File: src/hdl/mciir_pkg.sv
// Shared types and fixed constants of the multichannel IIR filter.
package mciir_pkg;

   // Field widths fixed by the request and response formats.
   localparam int SAMPLE_W    = 24;
   localparam int COEF_W      = 32;
   localparam int PROD_W      = SAMPLE_W + COEF_W;
   localparam int ACC_W       = 64;
   localparam int FRAC_SHIFT  = 24;
   localparam int RND_W       = ACC_W - FRAC_SHIFT;
   localparam int TAPREG_W    = 5;
   localparam int CSR_INDEX_W = 2;

   // Request function codes.
   localparam logic [1:0] FUNC_SAMPLE  = 2'd0;
   localparam logic [1:0] FUNC_LOAD_FF = 2'd1;
   localparam logic [1:0] FUNC_LOAD_FB = 2'd2;

   // Configuration register indexes.
   localparam logic [CSR_INDEX_W-1:0] CSR_FF_TAPS = 2'd0;
   localparam logic [CSR_INDEX_W-1:0] CSR_FB_TAPS = 2'd1;

   // Rounding offset (half an output LSB in Q.47) and the Q1.23 saturation limits.
   localparam logic signed [ACC_W-1:0] ROUND_HALF = ACC_W'(64'sd8388608);
   localparam logic signed [RND_W-1:0] Q_MAX      = RND_W'(8388607);
   localparam logic signed [RND_W-1:0] Q_MIN      = RND_W'(-8388608);

   // One request: a sample to filter or a coefficient to load.
   typedef struct packed {
      logic [1:0]                 func;
      logic [2:0]                 channel;
      logic signed [SAMPLE_W-1:0] sample_in;
      logic [4:0]                 coef_index;
      logic signed [COEF_W-1:0]   coef_value;
   } req_type;

   // One response: a filtered sample.
   typedef struct packed {
      logic [2:0]                 out_channel;
      logic signed [SAMPLE_W-1:0] sample_out;
      logic                       clipped;
   } rsp_type;

   // Control of the shared multiply-accumulate unit.
   typedef struct packed {
      logic clear;
      logic valid;
      logic neg;
   } mac_ctl_type;

   // History update at the end of a sample.
   typedef struct packed {
      logic                       push;
      logic signed [SAMPLE_W-1:0] x;
      logic signed [SAMPLE_W-1:0] y;
   } hist_push_type;

endpackage

File: src/hdl/mciir_coef.sv
// Feedforward and feedback coefficient register files with a registered read port.
module mciir_coef #(
   parameter int MAX_TAPS = 20,
   localparam int KW = (MAX_TAPS > 1) ? $clog2(MAX_TAPS) : 1
) (
   input  logic                                  clock,
   input  logic                                  reset,
   input  logic                                  wr_en,
   input  logic                                  wr_back,
   input  logic [KW-1:0]                         wr_addr,
   input  logic signed [mciir_pkg::COEF_W-1:0]   wr_data,
   input  logic                                  rd_back,
   input  logic [KW-1:0]                         rd_addr,
   output logic signed [mciir_pkg::COEF_W-1:0]   rd_data
);

   logic signed [mciir_pkg::COEF_W-1:0] forward_ff  [MAX_TAPS];
   logic signed [mciir_pkg::COEF_W-1:0] backward_ff [MAX_TAPS];
   logic signed [mciir_pkg::COEF_W-1:0] rd_data_ff;

   // Coefficient writes; both sets are zero after reset.
   always_ff @(posedge clock) begin
      if (reset) begin
         for (int i = 0; i < MAX_TAPS; i++) begin
            forward_ff[i]  <= '0;
            backward_ff[i] <= '0;
         end
      end else if (wr_en) begin
         if (wr_back) begin
            backward_ff[wr_addr] <= wr_data;
         end else begin
            forward_ff[wr_addr] <= wr_data;
         end
      end
   end

   // Registered read, aligned with the history memory read.
   always_ff @(posedge clock) begin
      rd_data_ff <= rd_back ? backward_ff[rd_addr] : forward_ff[rd_addr];
   end

   assign rd_data = rd_data_ff;

endmodule

File: config.mk
export PLATFORM = sky130hd
export DESIGN_NAME = mciir_coef
export DESIGN_NICKNAME = d
export VERILOG_FILES = /design/src/hdl/mciir_pkg.sv /design/src/hdl/mciir_coef.sv
export SDC_FILE = /design/constraint.sdc
export NUM_CORES = 2
export LEC_CHECK = 0
export BUFFER_PORTS_ARGS = -buffer_cell sky130_fd_sc_hd__buf_2
export CAP_MARGIN = 20
export CORE_ASPECT_RATIO = 1.2
export CORE_UTILIZATION = 64
export DETAILED_ROUTE_END_ITERATION = 7
export GPL_ROUTABILITY_DRIVEN = 0
export PLACE_DENSITY = 0.81
export SLEW_MARGIN = 20
export SYNTH_ARGS = -nofsm -noshare
export SYNTH_HDL_FRONTEND = slang
export SYNTH_SLANG_ARGS = --single-unit
File: constraint.sdc
create_clock -name clock -period 5.5 [get_ports clock]
set_clock_uncertainty 0.1 [all_clocks]
set_input_delay 0.825 -clock clock [delete_from_list [all_inputs] [get_ports clock]]
set_output_delay 0.825 -clock clock [all_outputs]
set_load 0.1 [all_outputs]
* Word level (Yosys, flattened, before mapping)
Memory sizes are Yosys's and may differ from the RTL's.
Cells that the tools add are included.
** Cells by class
- Reductions and logical operators :: 2
- Shifts and indexed selects :: 0
- Mux-type cells :: 17
- Add/subtract/negate cells :: 0
- Equal/unequal tests :: 0
- Multipliers :: 0
- Magnitude comparators :: 0
- Bitwise gates (word level) :: 0
- Divide/modulo/power cells :: 0
** Operators by type and width (number)
- two-way mux 32 bit :: 3
- OR reduction 32 bit :: 2
- two-way mux 1 bit :: 12
- two-way mux 5 bit :: 2
** Storage, ports and cells
- Bits in writable memories :: 1280
- Memories :: 2
- Bits in read-only memories :: 0
- Logic and storage cells :: 22
- Bits of input ports :: 47
- Register bits :: 32
- Output and inout bits :: 32
- Bits in latches :: 0
** Memories
- backward_ff :: depth 20, width 32, rd ports 1, clocked after Yosys merged registers in 0, write ports 20, RTL line mciir_coef.sv:18 : logic signed [mciir_pkg::COEF_W-1:0] backward_ff [MAX_TAPS];
- forward_ff :: depth 20, width 32, rd ports 1, clocked after Yosys merged registers in 0, write ports 20, RTL line mciir_coef.sv:17 : logic signed [mciir_pkg::COEF_W-1:0] forward_ff [MAX_TAPS];

* Longest topological paths before layout
- Word-level depth :: 6
- Depth in mapped cells :: 10
- Gate-level depth less buffers :: 5

* Worst setup path before layout
No wires, ideal clock.
- Kind :: in2reg
- Start point :: input port reset
- End point :: memory forward_ff[23][0] (netlist name), enable pin
- Cell stages on the path :: 3
- Required time :: 4.979 ns
- Buffers on the path :: 0
- Library setup time :: 0.421 ns
- Data arrival time :: 2.835 ns
- Setup slack :: 2.144 ns
- Cell sequence :: nor3b_1 > nand3_1 > nor2_1
** RTL lines
- from (decl) :: RTL line mciir_coef.sv:7 : input logic reset,
- to (decl) :: RTL line mciir_coef.sv:17

==> impl_metrics.py <==
metrics = {
    "power": {
        "combPwrFrac_pct": 7.6,
        "p_sw_uw": 7657,
        "p_int_uw": 25710,
        "total_leakage_power_uw": 0.03181,
        "ir_worst_vdd_uv": 402.5,
        "p_per_area_nw_per_um2": 347.8,
        "switching_share_pct": 22.95,
        "power_frac_clock_pct": 38.0,
        "seqPwrFrac_pct": 54.4,
    },
    "flow_run": {
        "max-cap-violations": 0,
    },
    "critical_path": {
        "crit_type": "primary input to flop",
        "startpoint_type": "primary input",
        "crit_required_ps": 5830,
        "crit_path_cell_trace": "buf_2, nor3b_1, nand2_1, nor2_2, buf_4, or2_2",
        "crit_path_end": "forward_ff[5][14]$_SDFFCE_PN0P_",
        "r2r_start": "backward_ff[3][20]$_SDFFCE_PN0P_",
        "crit_buf_inv": 2,
        "end_kind": "flop",
        "worst_r2r_path_depth": 4,
        "crit_family": "simple AND/OR/NAND/NOR gates",
        "crit_slowest_cell": "or2_2",
        "critPathArrivalTime_ps": 4000,
        "slowest_delay_ps": 800,
        "r2r_slack_ps": 2760,
        "rr_endpoint": "rd_data[20]$_DFF_P_",
        "cp-startpoint": "reset",
        "cp_max_fo": 42,
        "crit_cells": 6,
    },
    "cts": {
        "cts.path.max_buffers": 3,
        "cts_tree": "done",
        "postCtsSetupBuffers": 0,
        "cts_resized": 0,
        "cts_root_buffer": "clkbuf_16",
        "worst_skew_pair.late_latency_ps": 840,
        "cts-hold-fix-buffers": 0,
        "cts_made_buffers": 187,
        "cts_sinks": 2080,
        "clk_transition_reported_paths_ps": 70,
        "cts.htree.levels": 4,
    },
    "cells_and_area": {
        "fin_nets": 4920,
        "n_fill_cell": 8025,
        "area_delta_synth_final_pct": 9.287,
        "drive_gt1_share_pct": 23.15,
    },
    "logic_synthesis": {
        "syn_nets": 4942,
        "synth_area_per_cell_sq_um": 17.93,
        "synthesis.area_sq_um": 87780,
        "synth-edff-count": 2048,
        "ys_types": 40,
        "synthFlopType": "edfxtp_1",
        "synth_seq_cells": 2080,
        "synth_area_leaders": "edfxtp_1 (70%), mux4_2 (14%), and2_1 (9.1%)",
        "synth_commonest_cells": "edfxtp_1 (2,048), and2_1 (1,281), mux4_2 (544), clkbuf_1 (324), nor2_1 (123)",
        "synth_sequential_area_ratio_pct": 70.79,
        "yosysMostFrequentCell": "edfxtp_1",
        "netlist_instances": 4895,
        "synth_top_area_cell": "edfxtp_1",
        "ys.warnings.count": 0,
        "synth_top_area_share_pct": 70.06,
        "async_flop_share_pct": 0,
    },
    "global_route": {
        "grt_pass1_vias": 46330,
        "grt_pass1_wl_microns": 323300,
        "gr-total-overflow": 0,
        "grtUsageTotal_pct": 33.03,
        "antenna_found_initial": 17,
        "grt_max_degree": 75,
    },
    "detailed_routing": {
        "drc": 0,
        "firstDrtPassIters": 6,
        "via_per_inst": 6.706,
        "drt-initial-drc-count": 5757,
        "final_antenna_net_count": 0,
        "vias": 45790,
        "drt-wirelength-per-cell_microns": 32.99,
        "wl_microns": 225300,
    },
    "status": {
        "status": "finished, final reports clean",
    },
    "floorplanning": {
        "die_h_microns": 407.7,
        "die_x_microns": 340.1,
        "core-area_sq_um": 135900,
        "io_pins": 79,
        "rows": 148,
        "initial_core_util_pct": 64.58,
        "dieArea_sq_um": 138600,
    },
    "timing": {
        "timing.final.max_slew_violations": 0,
        "setup_viol": 0,
        "period_needed_ps": 3668,
        "max_slew.worst_pin.slew_ps": 1126,
        "setup_tns_ps": 0,
        "fmax_mhz": 272.6,
        "final_hold_viol_count": 0,
        "post-route-period-util_pct": 66.70,
        "slew_headroom_pct": 24.95,
        "hold_slack_ps": 536.7,
        "rsz0062_at_grt": "false",
    },
    "hold_path": {
        "holdCritPathClass": "primary input to flop",
    },
    "placement": {
        "dp_hpwl_microns": 127000,
        "port_buffers": 78,
    },
}
[final cells by class]
type,instances,area [sq um],share of cell area [%]
Clock buffer,232,4922,5.131
Multi-Input combinational cell,2377,24000,25.02
Antenna cell,5,12.51,0.01304
Timing Repair Buffer,225,1702,1.774
Clock inverter,108,892.1,0.9300
Inverter,2,7.507,0.007826
Sequential cell,2080,62140,64.78
Tap cell,1800,2252,2.348
[per-layer routing]
layer / vias up / track usage, % / wire [microns]
li1: 18710 / - / -
met1: 23580 / 40.88 / 75070
met2: 2838 / 53.13 / 110900
met3: 646 / 6.842 / 21900
met4: 16 / 21.97 / 17310
met5: - / 0 / 104
[tightest hold or removal path, cell delays in order]
cell	delay [ps]
buf_2	300
a21oi_1	220
nor2_1	50
[registers in the layout, indices dropped and copies added, names as in the netlist]
signal       cells
backward_ff   1024
forward_ff    1024
rd_data         32
[per-stage QoR]
step / worst slack, ps / utilization [%] / std cells / cell area (sq um) / total power (uW)
global placement: 1105 / 66.29 / 6484 / 90100 / 20900
global route: 1732 / 70.57 / 6826 / 95920 / 34040
floorplan: 2144 / - / 4895 / 87780 / 19950
finish: 1832 / 70.58 / 6829 / 95930 / 33370
detailed placement: 1029 / 66.29 / 6484 / 90100 / 20980
CTS: 1899 / 70.57 / 6824 / 95910 / 33360
[power groups by stage]
stage                     logic (uW)  registers (uW)  clock network [uW]
after floorplan                 1290           18700                   0
after global placement          2470           18400                   0
after detailed placement        2510           18500                   0
after CTS                       2520           18100               12700
after global routing            2590           18200               13300
final                           2550           18100               12700
[placed cells by master, fill, tap and decap left out, types with 41 or more instances in the layout]
cell	netlist	routed
and2_1	1281	1281
buf_2	53	74
buf_4	29	134
clkbuf_1	324	41
clkbuf_16	0	190
clkinv_1	0	46
edfxtp_1	2048	2048
mux4_2	544	544
nor2_1	123	59
o22ai_1	105	105
or2_2	43	43
[worst min path at each step]
stage,startpoint,to,slack [ps],cells past startpoint
6_report,rd_addr[4],rd_data[23]$_DFF_P_,540,3
5_1_grt,rd_addr[4],rd_data[23]$_DFF_P_,550,3
4_1_cts,rd_addr[4],rd_data[23]$_DFF_P_,470,3
3_5_place_dp,backward_ff[13][16]$_SDFFCE_PN0P_,rd_data[16]$_DFF_P_,850,4
3_3_place_gp,forward_ff[26][23]$_DFFE_PP_,rd_data[23]$_DFF_P_,820,5
2_1_floorplan,backward_ff[24][31]$_DFFE_PP_,rd_data[31]$_DFF_P_,670,5
[logic make-up after synthesis]
| group | synth area share, % |
|---|---|
| buffers and inverters | 2.184 |
| flip-flops | 70.79 |
| AND/OR/NAND/NOR | 10.44 |
| multiplexers | 14.93 |
| AO/OA/AOI/OAI | 1.651 |
(Power assumes the default switching activity.)
