--- src/hdl/mciir_pkg.sv ---
// Shared types and fixed constants of the multichannel IIR filter.
package mciir_pkg;

   // Field widths fixed by the request and response formats.
   localparam int SAMPLE_W    = 24;
   localparam int COEF_W      = 32;
   localparam int PROD_W      = SAMPLE_W + COEF_W;
   localparam int ACC_W       = 64;
   localparam int FRAC_SHIFT  = 24;
   localparam int RND_W       = ACC_W - FRAC_SHIFT;
   localparam int TAPREG_W    = 5;
   localparam int CSR_INDEX_W = 2;

   // Request function codes.
   localparam logic [1:0] FUNC_SAMPLE  = 2'd0;
   localparam logic [1:0] FUNC_LOAD_FF = 2'd1;
   localparam logic [1:0] FUNC_LOAD_FB = 2'd2;

   // Configuration register indexes.
   localparam logic [CSR_INDEX_W-1:0] CSR_FF_TAPS = 2'd0;
   localparam logic [CSR_INDEX_W-1:0] CSR_FB_TAPS = 2'd1;

   // Rounding offset (half an output LSB in Q.47) and the Q1.23 saturation limits.
   localparam logic signed [ACC_W-1:0] ROUND_HALF = ACC_W'(64'sd8388608);
   localparam logic signed [RND_W-1:0] Q_MAX      = RND_W'(8388607);
   localparam logic signed [RND_W-1:0] Q_MIN      = RND_W'(-8388608);

   // One request: a sample to filter or a coefficient to load.
   typedef struct packed {
      logic [1:0]                 func;
      logic [2:0]                 channel;
      logic signed [SAMPLE_W-1:0] sample_in;
      logic [4:0]                 coef_index;
      logic signed [COEF_W-1:0]   coef_value;
   } req_type;

   // One response: a filtered sample.
   typedef struct packed {
      logic [2:0]                 out_channel;
      logic signed [SAMPLE_W-1:0] sample_out;
      logic                       clipped;
   } rsp_type;

   // Control of the shared multiply-accumulate unit.
   typedef struct packed {
      logic clear;
      logic valid;
      logic neg;
   } mac_ctl_type;

   // History update at the end of a sample.
   typedef struct packed {
      logic                       push;
      logic signed [SAMPLE_W-1:0] x;
      logic signed [SAMPLE_W-1:0] y;
   } hist_push_type;

endpackage

--- src/hdl/mciir_mac.sv ---
// Shared multiply-accumulate unit: registered product, then a 64-bit add or subtract.
module mciir_mac (
   input  logic                                  clock,
   input  logic                                  reset,
   input  mciir_pkg::mac_ctl_type                ctl,
   input  logic signed [mciir_pkg::COEF_W-1:0]   coef,
   input  logic signed [mciir_pkg::SAMPLE_W-1:0] samp,
   output logic signed [mciir_pkg::ACC_W-1:0]    acc,
   output logic                                  busy
);

   logic signed [mciir_pkg::PROD_W-1:0] prod_ff;
   logic signed [mciir_pkg::PROD_W-1:0] prod_in;
   logic                                pvalid_ff;
   logic                                pneg_ff;
   logic signed [mciir_pkg::ACC_W-1:0]  acc_ff;
   logic signed [mciir_pkg::ACC_W-1:0]  acc_in;
   logic signed [mciir_pkg::ACC_W-1:0]  prod_ext;

   // Exact Q.47 product of a coefficient and a sample.
   assign prod_in = coef * samp;

   always_ff @(posedge clock) begin
      prod_ff <= prod_in;
      pneg_ff <= ctl.neg;
   end

   always_ff @(posedge clock) begin
      if (reset) begin
         pvalid_ff <= 1'b0;
      end else begin
         pvalid_ff <= ctl.valid;
      end
   end

   // Feedback terms are subtracted, feedforward terms added.
   always_comb begin
      prod_ext = mciir_pkg::ACC_W'(prod_ff);
      acc_in   = acc_ff;
      if (ctl.clear) begin
         acc_in = '0;
      end else if (pvalid_ff) begin
         acc_in = pneg_ff ? acc_ff - prod_ext : acc_ff + prod_ext;
      end
   end

   always_ff @(posedge clock) begin
      acc_ff <= acc_in;
   end

   assign acc  = acc_ff;
   assign busy = pvalid_ff;

endmodule

--- config.mk ---
export PLATFORM = sky130hd
export DESIGN_NAME = mciir_mac
export DESIGN_NICKNAME = d
export VERILOG_FILES = /design/src/hdl/mciir_pkg.sv /design/src/hdl/mciir_mac.sv
export SDC_FILE = /design/constraint.sdc
export NUM_CORES = 2
export LEC_CHECK = 0
export BUFFER_PORTS_ARGS = -buffer_cell sky130_fd_sc_hd__buf_2
export CAP_MARGIN = 25
export CELL_PAD_IN_SITES_DETAIL_PLACEMENT = 2
export CELL_PAD_IN_SITES_GLOBAL_PLACEMENT = 2
export CORE_MARGIN = 8
export CORE_UTILIZATION = 32
export CTS_CLUSTER_DIAMETER = 100
export DETAILED_ROUTE_END_ITERATION = 7
export GPL_TIMING_DRIVEN = 0
export PLACE_DENSITY = 0.68
export SLEW_MARGIN = 20
export SYNTH_ARGS = -nofsm -noshare
export SYNTH_HDL_FRONTEND = slang
export SYNTH_SLANG_ARGS = --single-unit
--- constraint.sdc ---
create_clock -name clock -period 6.5 [get_ports clock]
set_input_delay 0.325 -clock clock [delete_from_list [all_inputs] [get_ports clock]]
set_output_delay 0.325 -clock clock [all_outputs]
set_load 0.005 [all_outputs]
# After elaboration in Yosys (flattened, before gate mapping)
# Cells that the tools add are included.
classes:
  n_addsub: 2
  mul: 1
  mux: 1
ops:
  columns: ["operator", "count"]
  rows:
  - ["64-bit by 56-bit adder with 64-bit output", 1]
  - ["64-bit 2-to-1 mux", 1]
  - ["64-bit by 56-bit subtractor with 64-bit output", 1]
  - ["32-bit by 24-bit multiplier with 56-bit output", 1]
totals:
  output_inout_bits: 65
  word_cells: 8
  regBits: 122

# Depth between registers and ports, before layout
logic_depth:
  ltp_word: 2
  depth_mapped: 28
  depth_no_buf: 26

# Worst setup path before layout
# No wires, ideal clock.
synth_path:
  path_type: "input -> register"
  from: "input port samp[9] (netlist bit)"
  to: "register prod_ff[48] (netlist bit)"
  cell_stages: 25
  arrival_time_ps: 6584
  t_required_ps: 6364
  n_path_buf: 1
  setup_time_ps: 136
  path_slack_ps: -221
  cell_sequence: "clkbuf_1 nand2_1 fa_1 fa_1 inv_1 fa_1 inv_1 fa_1 inv_1 fa_1 fa_1 inv_1 fa_1 inv_1 ha_1 nand4_1 inv_1 a221o_1 and3_1 a211oi_1 o41a_1 o221ai_1 a21oi_1 o41ai_1 xor2_1"
synth_via:
  elab_chain_cells: 1
synth_lines:
  columns: ["item", "line", "text"]
  rows:
  - ["from (decl)", "mciir_mac.sv:7", "input logic signed [mciir_pkg::SAMPLE_W-1:0] samp,"]
  - ["32-bit by 24-bit multiplier with 56-bit output", "mciir_mac.sv:21", "assign prod_in = coef * samp;"]
  - ["named net prod_in (one bit)", "mciir_mac.sv:13", "logic signed [mciir_pkg::PROD_W-1:0] prod_in;"]
  - ["to (signal assigned)", "mciir_mac.sv:24", "prod_ff <= prod_in;"]
  - ["to (decl)", "mciir_mac.sv:12", "logic signed [mciir_pkg::PROD_W-1:0] prod_ff;"]
# The timed path passes the listed nets, and every way through them passes these cells.
# A chain may end at the register's enable or synchronous reset.

# Final worst setup path
layout_path:
  from: "input port samp[14] (netlist bit)"
  to: "register prod_ff[53] (netlist bit)"
# Same word-level chain as after synthesis.

==> results.sh <==
export IMPL_track_usage=0.244
export IMPL_synth_seq_cells=122
export IMPL_synth_fa_ha_area_frac=0.524
export IMPL_gp_congestion=0.952
export IMPL_fin_skew_ns=0.0137
export IMPL_syn2layout_area_growth_pct=17.3
export IMPL_grt_max_degree=17
export IMPL_insertion_delay_ns=0.45
export IMPL_synth_area_top_cells="fa_1, inv_1, ha_1, dfxtp_1, and2_1"
export IMPL_drcViolationCount=0
export IMPL_fin_nets=5255
export IMPL_crit_path_start_kind="input pin"
export IMPL_io_pins=126
export IMPL_finalCriticalPeriod_ns=6.93
export IMPL_fmaxAchievable_ghz=0.144
export IMPL_antenna_found_initial=7
export IMPL_initial_core_util=0.322
export IMPL_cts_sinks=122
export IMPL_slew_headroom=0.331
export IMPL_maxSlewViolCount=0
export IMPL_grt_ovfl_total=0
export IMPL_endpoint_kind="flip-flop"
export IMPL_routed_wl_mm=148
export IMPL_worstPathMaxFanout=10
export IMPL_rsz0062_at_grt="true"
export IMPL_coreArea_mm2=0.109
export IMPL_synth_compound_area_share=0.0783
export IMPL_drive_above_1_share=0.136
export IMPL_yosys_area_top_type_share=0.447
export IMPL_synth_avg_cell_area_um2=8.89
export IMPL_violations="negative setup slack"
export IMPL_hold_viol=0
export IMPL_cts_path_max_buffers=2
export IMPL_whs_ns=0.0412
export IMPL_synthCells=3945
export IMPL_crit_type="in -> reg"
export IMPL_hold_class="in -> reg"
export IMPL_multi_input_area_mm2=0.0296
export IMPL_syn_num_nets=5004
export IMPL_finalCritPeriodShare=1.07
export IMPL_outcome="finished with violations"
export IMPL_synth_edf_count=0
export IMPL_grt_pass1_wl_mm=220
export IMPL_via_per_inst=5.14
export IMPL_die_h_um=347
export IMPL_tightestPinTransition_ns=1.00
export IMPL_cp_required_ns=6.83
export IMPL_ys_types=73
export IMPL_vias=28900
export IMPL_ys_warn_count=0
export IMPL_die_width_um=347
export IMPL_syn_area_mm2=0.0351
export IMPL_synth_simple_gate_area_frac=0.168
export IMPL_synthArstFlopShare=0
export IMPL_max_cap_violations=0
export IMPL_synth_top_family_by_area="adder cells"
export IMPL_clk_pin_slew_ns=0.06
export IMPL_ys_flop_type="dfxtp_1"
export IMPL_fill_cells=12000
export IMPL_synth_mux_area_frac=0.0134
export IMPL_antenna_left=0
export IMPL_rows=121
export IMPL_drt_iter0_markers=1613
export IMPL_grt_pass1_vias=32900
export IMPL_io_buffers=124
export IMPL_wl_per_cell_um=26.3
export IMPL_synth_xor_area_share=0.0414
export IMPL_critPathArrivalTime_ns=7.26
export IMPL_place_hpwl_mm=122
export IMPL_die_area_mm2=0.120
export IMPL_seq_area_frac_synth=0.0696
export IMPL_final_seq_area_mm2=0.00244
export IMPL_place_inst=5485
export IMPL_htreeDepth=4
export IMPL_cts_made_buffers=17
export IMPL_tns_ns=-4.68
export IMPL_final_cells=5625
export IMPL_cts_root_buf="clkbuf_16"
export IMPL_yosysTopAreaCell="fa_1"
export IMPL_layout_setup_ws_ns=-0.428
export IMPL_setup_viol=19
export IMPL_cts_tree="built"
export IMPL_drtPass1Iterations=5
export IMPL_ys_top_cells_by_count="inv_1, fa_1, nand2_1, and2_1, ha_1"
export IMPL_synth_most_common_cell="inv_1"
-- repair_timing --
action | 4_1_cts | 5_1_grt
endpoints found under the hold margin | 1 | 0
buffers inserted | 83 | 31
setup endpoints to repair | 42 | 34
pin swaps | 71 | 100
resized for setup | 481 | 155
hold buffers | 1 | 0
-- layer usage --
metal / wire (um) / part of all wire / track usage / up-vias
li1: - / - / - / 12500
met1: 64200 / 0.43 / 0.330 / 15300
met2: 68100 / 0.46 / 0.396 / 894
met3: 9470 / 0.064 / 0.0343 / 217
met4: 6350 / 0.043 / 0.0900 / 4
met5: 26 / 0.00018 / 0 / -
-- cell families (layout without fill, tap and decap cells) --
group | Yosys count | count (layout)
AOI/OAI and AO/OA | 437 | 437
xor gates and xnor gates | 166 | 166
adders and majority gates | 998 | 998
buffers and inverters | 985 | 1249
DFF | 122 | 122
muxes | 45 | 45
other | 0 | 2
and+or+nand+nor | 1192 | 1192
-- per-stage QoR --
step	utilization	setup slack [ns]	cell area, um2
finish	0.378	-0.428	41200
global route	0.378	-0.528	41200
global placement	0.345	-1.94	37500
floorplan	-	-0.00254	35100
detailed placement	0.345	-2.04	37500
CTS	0.373	-0.326	40600
-- cells in the final DEF (no fill, tap or decap), types with 29 or more instances in the layout --
| cell type | synthesis | layout |
|---|---|---|
| xnor2_1 | 136 | 132 |
| xor2_1 | 30 | 30 |
| o21ai_0 | 64 | 54 |
| fa_1 | 784 | 741 |
| a21o_1 | 58 | 58 |
| buf_4 | 0 | 116 |
| nand2_1 | 461 | 460 |
| a21oi_1 | 166 | 153 |
| clkbuf_1 | 181 | 48 |
| inv_1 | 793 | 768 |
| ha_1 | 214 | 196 |
| buf_2 | 1 | 101 |
| nor2_1 | 170 | 167 |
| nor3_1 | 39 | 37 |
| fa_2 | 0 | 43 |
| dfxtp_1 | 122 | 122 |
| buf_6 | 0 | 29 |
| nand3_1 | 31 | 30 |
| and2_1 | 375 | 362 |
| mux2i_1 | 42 | 42 |
| clkbuf_16 | 0 | 56 |
-- area by class of cell --
type,instances,share of cell area
Sequential cell,122,0.0593
Tap cell,1414,0.0430
Timing Repair Buffer,234,0.0412
Clock inverter,14,0.00395
Clock buffer,18,0.0104
Multi-Input combinational cell,2838,0.719
Buffer,189,0.0501
Inverter,794,0.0727
Antenna cell,2,0.000122
-- worst paths after layout --
path                                           start                   end  slack [ns]  depth (start not counted)
worst max-delay path                        samp[14]   prod_ff[53]$_DFF_P_       -0.43                         26
worst min-delay path                           reset       busy$_SDFF_PP0_        0.04                          2
worst max register to register   prod_ff[18]$_DFF_P_  acc[60]$_SDFFE_PP0P_        0.40                         19
worst min register to register  acc[40]$_SDFFE_PP0P_  acc[40]$_SDFFE_PP0P_        0.51                          2
-- critical path, cell delays in order --
cell	delay, ns
buf_6	0.12
clkbuf_4	0.25
and2_4	0.19
fa_1	0.47
inv_1	0.05
fa_1	0.48
inv_1	0.05
fa_1	0.47
fa_1	0.62
fa_1	0.48
fa_1	0.52
inv_2	0.05
fa_2	0.66
inv_2	0.09
ha_4	0.29
nand4_1	0.13
buf_4	0.18
nor2_4	0.16
nand4_1	0.16
o22ai_4	0.25
o21a_4	0.18
a21bo_4	0.16
nand2b_4	0.07
a311o_1	0.40
o211a_1	0.27
xnor2_2	0.15
-- state kept, by name, indices dropped and copies added (netlist names) --
| register | cells |
|---|---|
| acc | 64 |
| pneg_ff | 1 |
| prod_ff | 56 |
| busy | 1 |
Power is not shown: default switching activity piles up to over one toggle a cycle in this logic, so the estimate is an artifact.
